## src/rtl/core/bcc_pkg.sv

```systemverilog
package bcc_pkg;

    // Configuration port geometry: seven registers, read and written as 32-bit words at word addresses.
    localparam int unsigned APB_ADDR_W = 5;
    localparam int unsigned APB_DATA_W = 32;
    localparam int unsigned REG_IDX_W  = 3;

    // Register indexes, in the order of the register map.
    typedef enum logic [REG_IDX_W-1:0] {
        REG_DEBOUNCE_TIME   = 3'd0,
        REG_LONG_PRESS_TIME = 3'd1,
        REG_DOUBLE_WINDOW   = 3'd2,
        REG_SHORT_ACTION    = 3'd3,
        REG_DOUBLE_ACTION   = 3'd4,
        REG_LONG_ACTION     = 3'd5,
        REG_ENABLE_MASK     = 3'd6
    } t_reg_idx;

    // Field widths of the sample and event transfers, the registers and the click counter.
    localparam int unsigned BTN_W    = 3;
    localparam int unsigned NOW_W    = 32;
    localparam int unsigned MS_CFG_W = 16;
    localparam int unsigned CODE_W   = 8;
    localparam int unsigned MASK_W   = 8;
    localparam int unsigned CLICK_W  = 2;

    // Click counter limits.
    localparam logic [CLICK_W-1:0] CLICK_MAX     = 2'd3;
    localparam logic [CLICK_W-1:0] DOUBLE_CLICKS = 2'd2;

    // Register reset values.
    localparam logic [MS_CFG_W-1:0] DEBOUNCE_RST = 16'd20;
    localparam logic [MS_CFG_W-1:0] LONG_RST     = 16'd800;
    localparam logic [MS_CFG_W-1:0] WINDOW_RST   = 16'd300;

endpackage

```

## src/rtl/core/bcc_if.sv

```systemverilog
// Poll sample channel: one button level with its timestamp.
interface bcc_in_if;
    logic        valid;
    logic        ready;
    logic [2:0]  button_index;
    logic        raw_level;
    logic [31:0] now_ms;

    modport source (output valid, output button_index, output raw_level, output now_ms,
                    input ready);
    modport sink   (input valid, input button_index, input raw_level, input now_ms,
                    output ready);
endinterface

// Event channel: one action code for one button.
interface bcc_out_if;
    logic       valid;
    logic       ready;
    logic [2:0] event_button;
    logic [7:0] action_code;

    modport source (output valid, output event_button, output action_code, input ready);
    modport sink   (input valid, input event_button, input action_code, output ready);
endinterface

```

## src/rtl/core/button_click_classifier_unit.sv

```systemverilog
// A sample transfer loads the input register; its event loads into the event register when
// that is free. Throughput: one sample per cycle while no event stalls; the input register
// feeds one pass of compare logic against the addressed button's state, written back with
// the event register. A stalled event holds the sample behind it, so the input takes one
// more sample and then stalls. Reset (synchronous, active low) clears all button state to
// released with no clicks, and loads the register defaults; there is no clearing pass.
module button_click_classifier_unit
    import bcc_pkg::*;
#(
    parameter int NUM_BUTTONS = 8,
    parameter int TIME_BITS   = 32
) (
    input  logic                  i_clk,
    input  logic                  i_rst_n,
    bcc_in_if.sink                i_in,
    bcc_out_if.source             o_out,
    input  logic                  psel,
    input  logic                  penable,
    input  logic                  pwrite,
    input  logic [APB_ADDR_W-1:0] paddr,
    input  logic [APB_DATA_W-1:0] pwdata,
    output logic [APB_DATA_W-1:0] prdata,
    output logic                  pready
);

    localparam int IDX_W = (NUM_BUTTONS > 1) ? $clog2(NUM_BUTTONS) : 1;

    // Configuration registers.
    logic [MS_CFG_W-1:0] r_debounce;
    logic [MS_CFG_W-1:0] r_long_time;
    logic [MS_CFG_W-1:0] r_window;
    logic [CODE_W-1:0]   r_short_code;
    logic [CODE_W-1:0]   r_double_code;
    logic [CODE_W-1:0]   r_long_code;
    logic [MASK_W-1:0]   r_enable;

    // Input register.
    logic             r_in_vld;
    logic [BTN_W-1:0] r_in_btn;
    logic             r_in_raw;
    logic [NOW_W-1:0] r_in_now;

    // Event register.
    logic              r_out_vld;
    logic [BTN_W-1:0]  r_out_btn;
    logic [CODE_W-1:0] r_out_code;

    // Per-button state.
    logic                 r_last_raw   [NUM_BUTTONS];
    logic                 r_stable     [NUM_BUTTONS];
    logic                 r_long_fired [NUM_BUTTONS];
    logic [CLICK_W-1:0]   r_clicks     [NUM_BUTTONS];
    logic [TIME_BITS-1:0] r_raw_time   [NUM_BUTTONS];
    logic [TIME_BITS-1:0] r_press_time [NUM_BUTTONS];
    logic [TIME_BITS-1:0] r_rel_time   [NUM_BUTTONS];

    logic                 w_cfg_wr;
    t_reg_idx             w_reg_idx;
    logic                 w_out_free;
    logic [IDX_W-1:0]     w_idx;
    logic                 w_active;
    logic [TIME_BITS-1:0] w_now;
    logic                 w_raw_chg;
    logic [TIME_BITS-1:0] n_raw_time;
    logic                 w_stab_chg;
    logic                 n_stable;
    logic [TIME_BITS-1:0] n_press_time;
    logic [TIME_BITS-1:0] n_rel_time;
    logic                 w_long_mid;
    logic [CLICK_W-1:0]   w_clicks_mid;
    logic                 w_long_hit;
    logic                 w_click_hit;
    logic                 n_long_fired;
    logic [CLICK_W-1:0]   n_clicks;
    logic [CODE_W-1:0]    w_action;
    logic                 w_emit;

    // Configuration port: zero-wait writes, registers readable at their addresses.
    assign pready    = 1'b1;
    assign w_reg_idx = t_reg_idx'(paddr[APB_ADDR_W-1:2]);
    assign w_cfg_wr  = psel && penable && pwrite;

    always_ff @(posedge i_clk) begin
        if (!i_rst_n) begin
            r_debounce    <= DEBOUNCE_RST;
            r_long_time   <= LONG_RST;
            r_window      <= WINDOW_RST;
            r_short_code  <= '0;
            r_double_code <= '0;
            r_long_code   <= '0;
            r_enable      <= '0;
        end else if (w_cfg_wr) begin
            case (w_reg_idx)
                REG_DEBOUNCE_TIME:   r_debounce    <= pwdata[MS_CFG_W-1:0];
                REG_LONG_PRESS_TIME: r_long_time   <= pwdata[MS_CFG_W-1:0];
                REG_DOUBLE_WINDOW:   r_window      <= pwdata[MS_CFG_W-1:0];
                REG_SHORT_ACTION:    r_short_code  <= pwdata[CODE_W-1:0];
                REG_DOUBLE_ACTION:   r_double_code <= pwdata[CODE_W-1:0];
                REG_LONG_ACTION:     r_long_code   <= pwdata[CODE_W-1:0];
                REG_ENABLE_MASK:     r_enable      <= pwdata[MASK_W-1:0];
                default: ;
            endcase
        end
    end

    always_comb begin
        case (w_reg_idx)
            REG_DEBOUNCE_TIME:   prdata = APB_DATA_W'(r_debounce);
            REG_LONG_PRESS_TIME: prdata = APB_DATA_W'(r_long_time);
            REG_DOUBLE_WINDOW:   prdata = APB_DATA_W'(r_window);
            REG_SHORT_ACTION:    prdata = APB_DATA_W'(r_short_code);
            REG_DOUBLE_ACTION:   prdata = APB_DATA_W'(r_double_code);
            REG_LONG_ACTION:     prdata = APB_DATA_W'(r_long_code);
            REG_ENABLE_MASK:     prdata = APB_DATA_W'(r_enable);
            default:             prdata = '0;
        endcase
    end

    // Handshake: the input register moves on whenever it is empty or the event register can load.
    assign w_out_free = !r_out_vld || o_out.ready;
    assign i_in.ready = !r_in_vld || w_out_free;

    always_ff @(posedge i_clk) begin
        if (!i_rst_n) begin
            r_in_vld <= 1'b0;
        end else if (i_in.ready) begin
            r_in_vld <= i_in.valid;
        end
    end

    always_ff @(posedge i_clk) begin
        if (i_in.ready && i_in.valid) begin
            r_in_btn <= i_in.button_index;
            r_in_raw <= i_in.raw_level;
            r_in_now <= i_in.now_ms;
        end
    end

    // Select the addressed button; out-of-range and disabled buttons are ignored.
    assign w_idx    = IDX_W'(r_in_btn);
    assign w_now    = TIME_BITS'(r_in_now);
    assign w_active = r_in_vld && (32'(r_in_btn) < NUM_BUTTONS) && r_enable[r_in_btn];

    // Debounce, click counting and action selection for one sample.
    always_comb begin
        w_raw_chg  = (r_in_raw != r_last_raw[w_idx]);
        n_raw_time = w_raw_chg ? w_now : r_raw_time[w_idx];
        w_stab_chg = (r_stable[w_idx] != r_in_raw)
                     && ((w_now - n_raw_time) >= TIME_BITS'(r_debounce));
        n_stable   = w_stab_chg ? r_in_raw : r_stable[w_idx];

        n_press_time = r_press_time[w_idx];
        n_rel_time   = r_rel_time[w_idx];
        w_long_mid   = r_long_fired[w_idx];
        w_clicks_mid = r_clicks[w_idx];
        if (w_stab_chg) begin
            if (r_in_raw) begin
                n_press_time = w_now;
                w_long_mid   = 1'b0;
            end else if (!r_long_fired[w_idx]) begin
                if (w_clicks_mid != CLICK_MAX) begin
                    w_clicks_mid = w_clicks_mid + CLICK_W'(1);
                end
                n_rel_time = w_now;
            end
        end

        w_long_hit  = n_stable && !w_long_mid
                      && ((w_now - n_press_time) >= TIME_BITS'(r_long_time));
        w_click_hit = !n_stable && (w_clicks_mid != '0)
                      && ((w_now - n_rel_time) >= TIME_BITS'(r_window));

        n_long_fired = w_long_mid;
        n_clicks     = w_clicks_mid;
        w_action     = '0;
        if (w_long_hit) begin
            n_long_fired = 1'b1;
            n_clicks     = '0;
            w_action     = r_long_code;
        end else if (w_click_hit) begin
            n_clicks = '0;
            w_action = (w_clicks_mid >= DOUBLE_CLICKS) ? r_double_code : r_short_code;
        end

        w_emit = w_active && (w_action != '0);
    end

    // State write-back for the processed button.
    always_ff @(posedge i_clk) begin
        if (!i_rst_n) begin
            for (int i = 0; i < NUM_BUTTONS; i++) begin
                r_last_raw[i]   <= 1'b0;
                r_stable[i]     <= 1'b0;
                r_long_fired[i] <= 1'b0;
                r_clicks[i]     <= '0;
                r_raw_time[i]   <= '0;
                r_press_time[i] <= '0;
                r_rel_time[i]   <= '0;
            end
        end else if (w_active && w_out_free) begin
            r_last_raw[w_idx]   <= r_in_raw;
            r_stable[w_idx]     <= n_stable;
            r_long_fired[w_idx] <= n_long_fired;
            r_clicks[w_idx]     <= n_clicks;
            r_raw_time[w_idx]   <= n_raw_time;
            r_press_time[w_idx] <= n_press_time;
            r_rel_time[w_idx]   <= n_rel_time;
        end
    end

    // Event register.
    always_ff @(posedge i_clk) begin
        if (!i_rst_n) begin
            r_out_vld <= 1'b0;
        end else if (w_out_free) begin
            r_out_vld <= w_emit;
        end
    end

    always_ff @(posedge i_clk) begin
        if (w_out_free && w_emit) begin
            r_out_btn  <= r_in_btn;
            r_out_code <= w_action;
        end
    end

    assign o_out.valid        = r_out_vld;
    assign o_out.event_button = r_out_btn;
    assign o_out.action_code  = r_out_code;

endmodule

```

## src/flat_wrapper.sv

```systemverilog
// flat-port wrapper written by rule: the top's interface ports become plain ports
module button_click_classifier_unit_flat import bcc_pkg::*;
#(
    parameter int NUM_BUTTONS = 8,
    parameter int TIME_BITS   = 32
)
  (i_clk, i_rst_n, psel, penable, pwrite, paddr, pwdata, prdata, pready, i_in_valid, i_in_button_index, i_in_raw_level, i_in_now_ms, i_in_ready, o_out_valid, o_out_event_button, o_out_action_code, o_out_ready);
  bcc_in_if i_in_i ();
  bcc_out_if o_out_i ();
  input  logic i_clk;
  input  logic i_rst_n;
  input  logic psel;
  input  logic penable;
  input  logic pwrite;
  input  logic [APB_ADDR_W-1:0] paddr;
  input  logic [APB_DATA_W-1:0] pwdata;
  output logic [APB_DATA_W-1:0] prdata;
  output logic pready;
  input wire logic [$bits(i_in_i.valid)-1:0] i_in_valid;
  input wire logic [$bits(i_in_i.button_index)-1:0] i_in_button_index;
  input wire logic [$bits(i_in_i.raw_level)-1:0] i_in_raw_level;
  input wire logic [$bits(i_in_i.now_ms)-1:0] i_in_now_ms;
  output wire logic [$bits(i_in_i.ready)-1:0] i_in_ready;
  output wire logic [$bits(o_out_i.valid)-1:0] o_out_valid;
  output wire logic [$bits(o_out_i.event_button)-1:0] o_out_event_button;
  output wire logic [$bits(o_out_i.action_code)-1:0] o_out_action_code;
  input wire logic [$bits(o_out_i.ready)-1:0] o_out_ready;
  assign i_in_i.valid = i_in_valid;
  assign i_in_i.button_index = i_in_button_index;
  assign i_in_i.raw_level = i_in_raw_level;
  assign i_in_i.now_ms = i_in_now_ms;
  assign i_in_ready = i_in_i.ready;
  assign o_out_valid = o_out_i.valid;
  assign o_out_event_button = o_out_i.event_button;
  assign o_out_action_code = o_out_i.action_code;
  assign o_out_i.ready = o_out_ready;
  button_click_classifier_unit #(.NUM_BUTTONS(NUM_BUTTONS), .TIME_BITS(TIME_BITS)) u_core (.i_clk(i_clk), .i_rst_n(i_rst_n), .i_in(i_in_i), .o_out(o_out_i), .psel(psel), .penable(penable), .pwrite(pwrite), .paddr(paddr), .pwdata(pwdata), .prdata(prdata), .pready(pready));
endmodule
```

## config.mk

```make
export PLATFORM = sky130hd
export DESIGN_NAME = button_click_classifier_unit_flat
export DESIGN_NICKNAME = d
export VERILOG_FILES = /design/src/rtl/core/bcc_pkg.sv /design/src/rtl/core/bcc_if.sv /design/src/rtl/core/button_click_classifier_unit.sv /design/src/flat_wrapper.sv
export SDC_FILE = /design/constraint.sdc
export NUM_CORES = 2
export LEC_CHECK = 0
export ABC_AREA = 0
export BUFFER_PORTS_ARGS = -buffer_cell sky130_fd_sc_hd__buf_2
export CORE_ASPECT_RATIO = 1.5
export CORE_MARGIN = 10
export CORE_UTILIZATION = 55
export DETAILED_ROUTE_END_ITERATION = 8
export HOLD_SLACK_MARGIN = 0.1
export PLACE_DENSITY_LB_ADDON = 0.25
export REMOVE_ABC_BUFFERS = 1
export SYNTH_ARGS = -nofsm -noshare
export SYNTH_HDL_FRONTEND = slang
export SYNTH_SLANG_ARGS = --single-unit
```

## constraint.sdc

```tcl
create_clock -name i_clk -period 25.3 [get_ports i_clk]
set_input_delay 1.265 -clock i_clk [delete_from_list [all_inputs] [get_ports i_clk]]
set_output_delay 1.265 -clock i_clk [all_outputs]
set_load 0.005 [all_outputs]
```

==> insert_results.sql <==
INSERT INTO impl_metrics (metric_group, metric, value, unit) VALUES
('outcome', 'run_status', 'completed', ''),
('yosys', 'number_of_flops_mapped_to_enable_cells_by_yosys', '831', ''),
('grt', 'grt_max_degree', '90', ''),
('power_and_ir_drop', 'power.internal', '2750', 'uW'),
('yosys', 'post_synth_main_area_contributors', 'sky130_fd_sc_hd__edfxtp_1, sky130_fd_sc_hd__mux4_2, sky130_fd_sc_hd__nor2_1', ''),
('yosys', 'netlist-cell-type-count', '95', ''),
('final_layout', 'summed_area_of_non_filler_cells_in_the_final_layout', '52400', 'um^2'),
('floorplanning', 'num_rows', '132', ''),
('power_and_ir_drop', 'p_per_area', '74.8', 'nW/um^2'),
('power_and_ir_drop', 'p_seq_share', '45.0', '%'),
('floorplanning', 'core-area', '86500', 'um^2'),
('power_and_ir_drop', 'irDropWorstVdd', '0.0000648', 'V'),
('worst_setup_path', 'critPathLaunchType', 'register', ''),
('floorplanning', 'die_w', '261', 'um'),
('yosys', 'postSynth.topFlopCell', 'sky130_fd_sc_hd__edfxtp_1', ''),
('drt', 'route.final.wire_length', '140000', 'um'),
('worst_setup_path', 'crit_slowest_cell', 'sky130_fd_sc_hd__buf_4', ''),
('drt', 'drc', '0', ''),
('clock_tree', 'clockBufferDepth', '3', ''),
('floorplanning', 'io_pins', '126', ''),
('clock_tree', 'post_cts_resize_count', '0', ''),
('worst_setup_path', 'arrival', '17.69', 'ns'),
('sta', 'setup_total_negative_slack', '0', 'ns'),
('yosys', 'synthArstFlopShare', '0', '%'),
('sta', 'finalWorstSetupSlack', '7.99', 'ns'),
('grt', 'groute.usage.overall', '27.9', '%'),
('clock_tree', 'ctsHtreeMaxLevel', '3', ''),
('clock_tree', 'clock_latency_on_the_worst_skew_pair', '0.69', 'ns'),
('yosys', 'yosys_warnings', '0', ''),
('yosys', 'synth.yosys.seq_area_share', '56.5', '%'),
('yosys', 'avgSynthCellArea', '11.8', 'um^2'),
('sta', 'timing.final.hold_violations', '0', ''),
('yosys', 'netlist.area_leader.share', '51.9', '%'),
('clock_tree', 'tritoncts.num_buffers', '86', ''),
('drt', 'avgViaCountPerCell', '6.36', ''),
('grt', 'grt_pass1_wl', '209000', 'um'),
('place', 'cell_area_after_placement', '49700', 'um^2'),
('drt', 'vias_post_dr', '33600', ''),
('final_layout', 'flow.area_growth_from_synthesis', '8.98', '%'),
('worst_setup_path', 'crit_path_end_kind', 'register', ''),
('floorplanning', 'design.die.area', '99800', 'um^2'),
('grt', 'grt_antenna_before_repair', '2', ''),
('worst_setup_path', 'critPathKind', 'reg -> reg', ''),
('drt', 'routed_wire_length_per_instance', '26.5', 'um'),
('drt', 'ant_nets', '0', ''),
('worst_setup_path', 'largest_driver_fanout_on_the_critical_path', '49', ''),
('sta', 'layout_worst_path_cycle_share', '68.4', '%'),
('worst_setup_path', 'critPathMaxStageDelay', '0.83', 'ns'),
('floorplanning', 'fp.dieH', '382', 'um'),
('power_and_ir_drop', 'clkPwrFrac', '33.0', '%'),
('clock_tree', 'clk_pin_slew', '0.06', 'ns'),
('sta', 'fmax', '0.0578', 'GHz'),
('drt', 'first_pass_drt_iterations', '6', ''),
('final_layout', 'drive_gt1_share', '13.7', '%'),
('job', 'cap_viol_max_count', '0', ''),
('yosys', 'synth.largest_area_cell', 'sky130_fd_sc_hd__edfxtp_1', ''),
('floorplanning', 'initial_core_util', '55.5', '%'),
('power_and_ir_drop', 'p_switching', '1160', 'uW'),
('place', 'portBuffers', '90', ''),
('grt', 'globalRouteOverflowTotal', '0', ''),
('final_layout', 'nNetsFinal', '4291', ''),
('place', 'dp.final_hpwl', '86500', 'um'),
('yosys', 'synth_cells', '4065', ''),
('clock_tree', 'cts.sink_count', '940', ''),
('power_and_ir_drop', 'leakage', '0.0195', 'uW'),
('grt', 'first_global_vias', '33800', ''),
('sta', 'rel_slew_slack', '14.4', '%'),
('sta', 'final.min_clock_period', '17.31', 'ns'),
('clock_tree', 'cts.root.buffer_cell', 'sky130_fd_sc_hd__clkbuf_16', ''),
('sta', 'final-max-slew-violation-count', '0', ''),
('worst_hold_path', 'timing.hold.worst.class', 'reg -> reg', '');
==> final timing paths <==
check        slack [ns]  depth (start not counted)                          end
min reg2reg        0.47                          2           u_core.r_window[7]
max                7.99                         53  u_core.o_out.action_code[7]
max reg2reg        7.99                         53  u_core.o_out.action_code[7]
min                0.47                          2           u_core.r_window[7]
==> cell families (layout without fill, tap and decap cells) <==
logic type,count (synthesis),in the layout,synth area share [%]
buffers and inverters,362,421,3.01
xor gates and xnor gates,53,53,0.966
and+or+nand+nor,1511,1511,13.4
other,2,19,0.0156
adders and majority gates,143,143,3.75
DFF,940,940,56.5
AOI/OAI and AO/OA,662,662,8.95
muxes,392,392,13.4
==> synthesized netlist by cell type, drive strengths merged (33+ instances only) <==
cell      n
a21boi   45
dfxtp   109
clkbuf  214
edfxtp  831
nand3    61
mux4    199
a21o     70
buf      50
o21ai   118
a21oi   211
nor2    976
mux2i   164
xnor2    35
nor2b    58
nor3     33
ha      136
nand2   225
inv      98
==> worst max-delay path: cells and delay by family, from the launching register on <==
| family | cells | cell delay [ns] |
|---|---|---|
| fa+ha+maj | 5 | 1.61 |
| compound gates | 22 | 6.51 |
| flops | 1 | 0.66 |
| simple gates | 21 | 5.80 |
| buf+inv | 3 | 1.83 |
| xor+xnor | 2 | 0.47 |
==> cell usage in the layout (no fill, tap or decap), types with 18 or more instances in the layout <==
master                      count
sky130_fd_sc_hd__o211ai_1      29
sky130_fd_sc_hd__nor2b_1       58
sky130_fd_sc_hd__mux2i_1      163
sky130_fd_sc_hd__and3_1        19
sky130_fd_sc_hd__mux2_2        29
sky130_fd_sc_hd__a21oi_1      211
sky130_fd_sc_hd__nand2_1      212
sky130_fd_sc_hd__clkbuf_1      20
sky130_fd_sc_hd__nand4_1       21
sky130_fd_sc_hd__a21boi_0      45
sky130_fd_sc_hd__nand2b_1      27
sky130_fd_sc_hd__and2_1        18
sky130_fd_sc_hd__xor2_1        18
sky130_fd_sc_hd__o21ai_0      109
sky130_fd_sc_hd__mux4_2       199
sky130_fd_sc_hd__nor3_1        30
sky130_fd_sc_hd__buf_2         89
sky130_fd_sc_hd__nand3_1       58
sky130_fd_sc_hd__edfxtp_1     831
sky130_fd_sc_hd__nor2_1       973
sky130_fd_sc_hd__a21o_1        70
sky130_fd_sc_hd__clkbuf_16     86
sky130_fd_sc_hd__buf_4         79
sky130_fd_sc_hd__a31oi_1       23
sky130_fd_sc_hd__xnor2_1       35
sky130_fd_sc_hd__dfxtp_1      106
sky130_fd_sc_hd__ha_1         136
sky130_fd_sc_hd__inv_1         97
==> stage by stage <==
| step | total power, uW | utilization [%] | hold WS (ns) | instances |
|---|---|---|---|---|
| after floorplan | 2420 | - | 0.438 | 3816 |
| after global placement | 2630 | 57.4 | 0.450 | 5123 |
| after detailed placement | 2640 | 57.4 | 0.460 | 5123 |
| after CTS | 3910 | 60.5 | 0.468 | 5278 |
| after global routing | 4060 | 60.5 | 0.497 | 5278 |
| final | 3920 | 60.5 | 0.467 | 5280 |
==> area by class of cell <==
type	instances	area, um^2
fill	6925	34200
sequential	940	27100
multi-input combinational	2778	19700
clock buffer	109	2270
tap	1139	1430
timing repair buffer	168	1040
clock inverter	46	438
inverter	98	368
antenna	2	5.00
==> power by group through the flow <==
stage / sequential (uW) / combinational (uW) / clock [uW]
after CTS: 1760 / 852 / 1300
final: 1760 / 862 / 1290
after floorplan: 1810 / 610 / 0
after detailed placement: 1800 / 846 / 0
after global placement: 1790 / 838 / 0
after global routing: 1770 / 937 / 1360
==> sequential cells by signal, summed over array words and instances, names as in the netlist, 3 cells and up, named ones only <==
signal and count:
u_core.r_long_time 16, u_core.r_double_code 8, u_core.r_clicks 16, u_core.r_rel_time 256, u_core.o_out.event_button 3, u_core.r_last_raw 8, u_core.r_debounce 16, u_core.r_enable 8
u_core.r_window 16, u_core.r_long_code 8, u_core.r_press_time 256, u_core.r_short_code 8, u_core.r_in_now 32, u_core.r_in_btn 3, u_core.r_stable 8, u_core.o_out.action_code 8
u_core.r_raw_time 256, u_core.r_long_fired 8
==> routing by layer <==
layer / GRT usage (%) / vias up / part of all wire (%)
met3: 3.55 / 309 / 6.9
met5: 0 / - / 0.011
met1: 33.5 / 16800 / 37
li1: - / 15000 / -
met2: 48.4 / 1564 / 51
met4: 14.3 / 2 / 5.3
(Power assumes the default switching activity.)
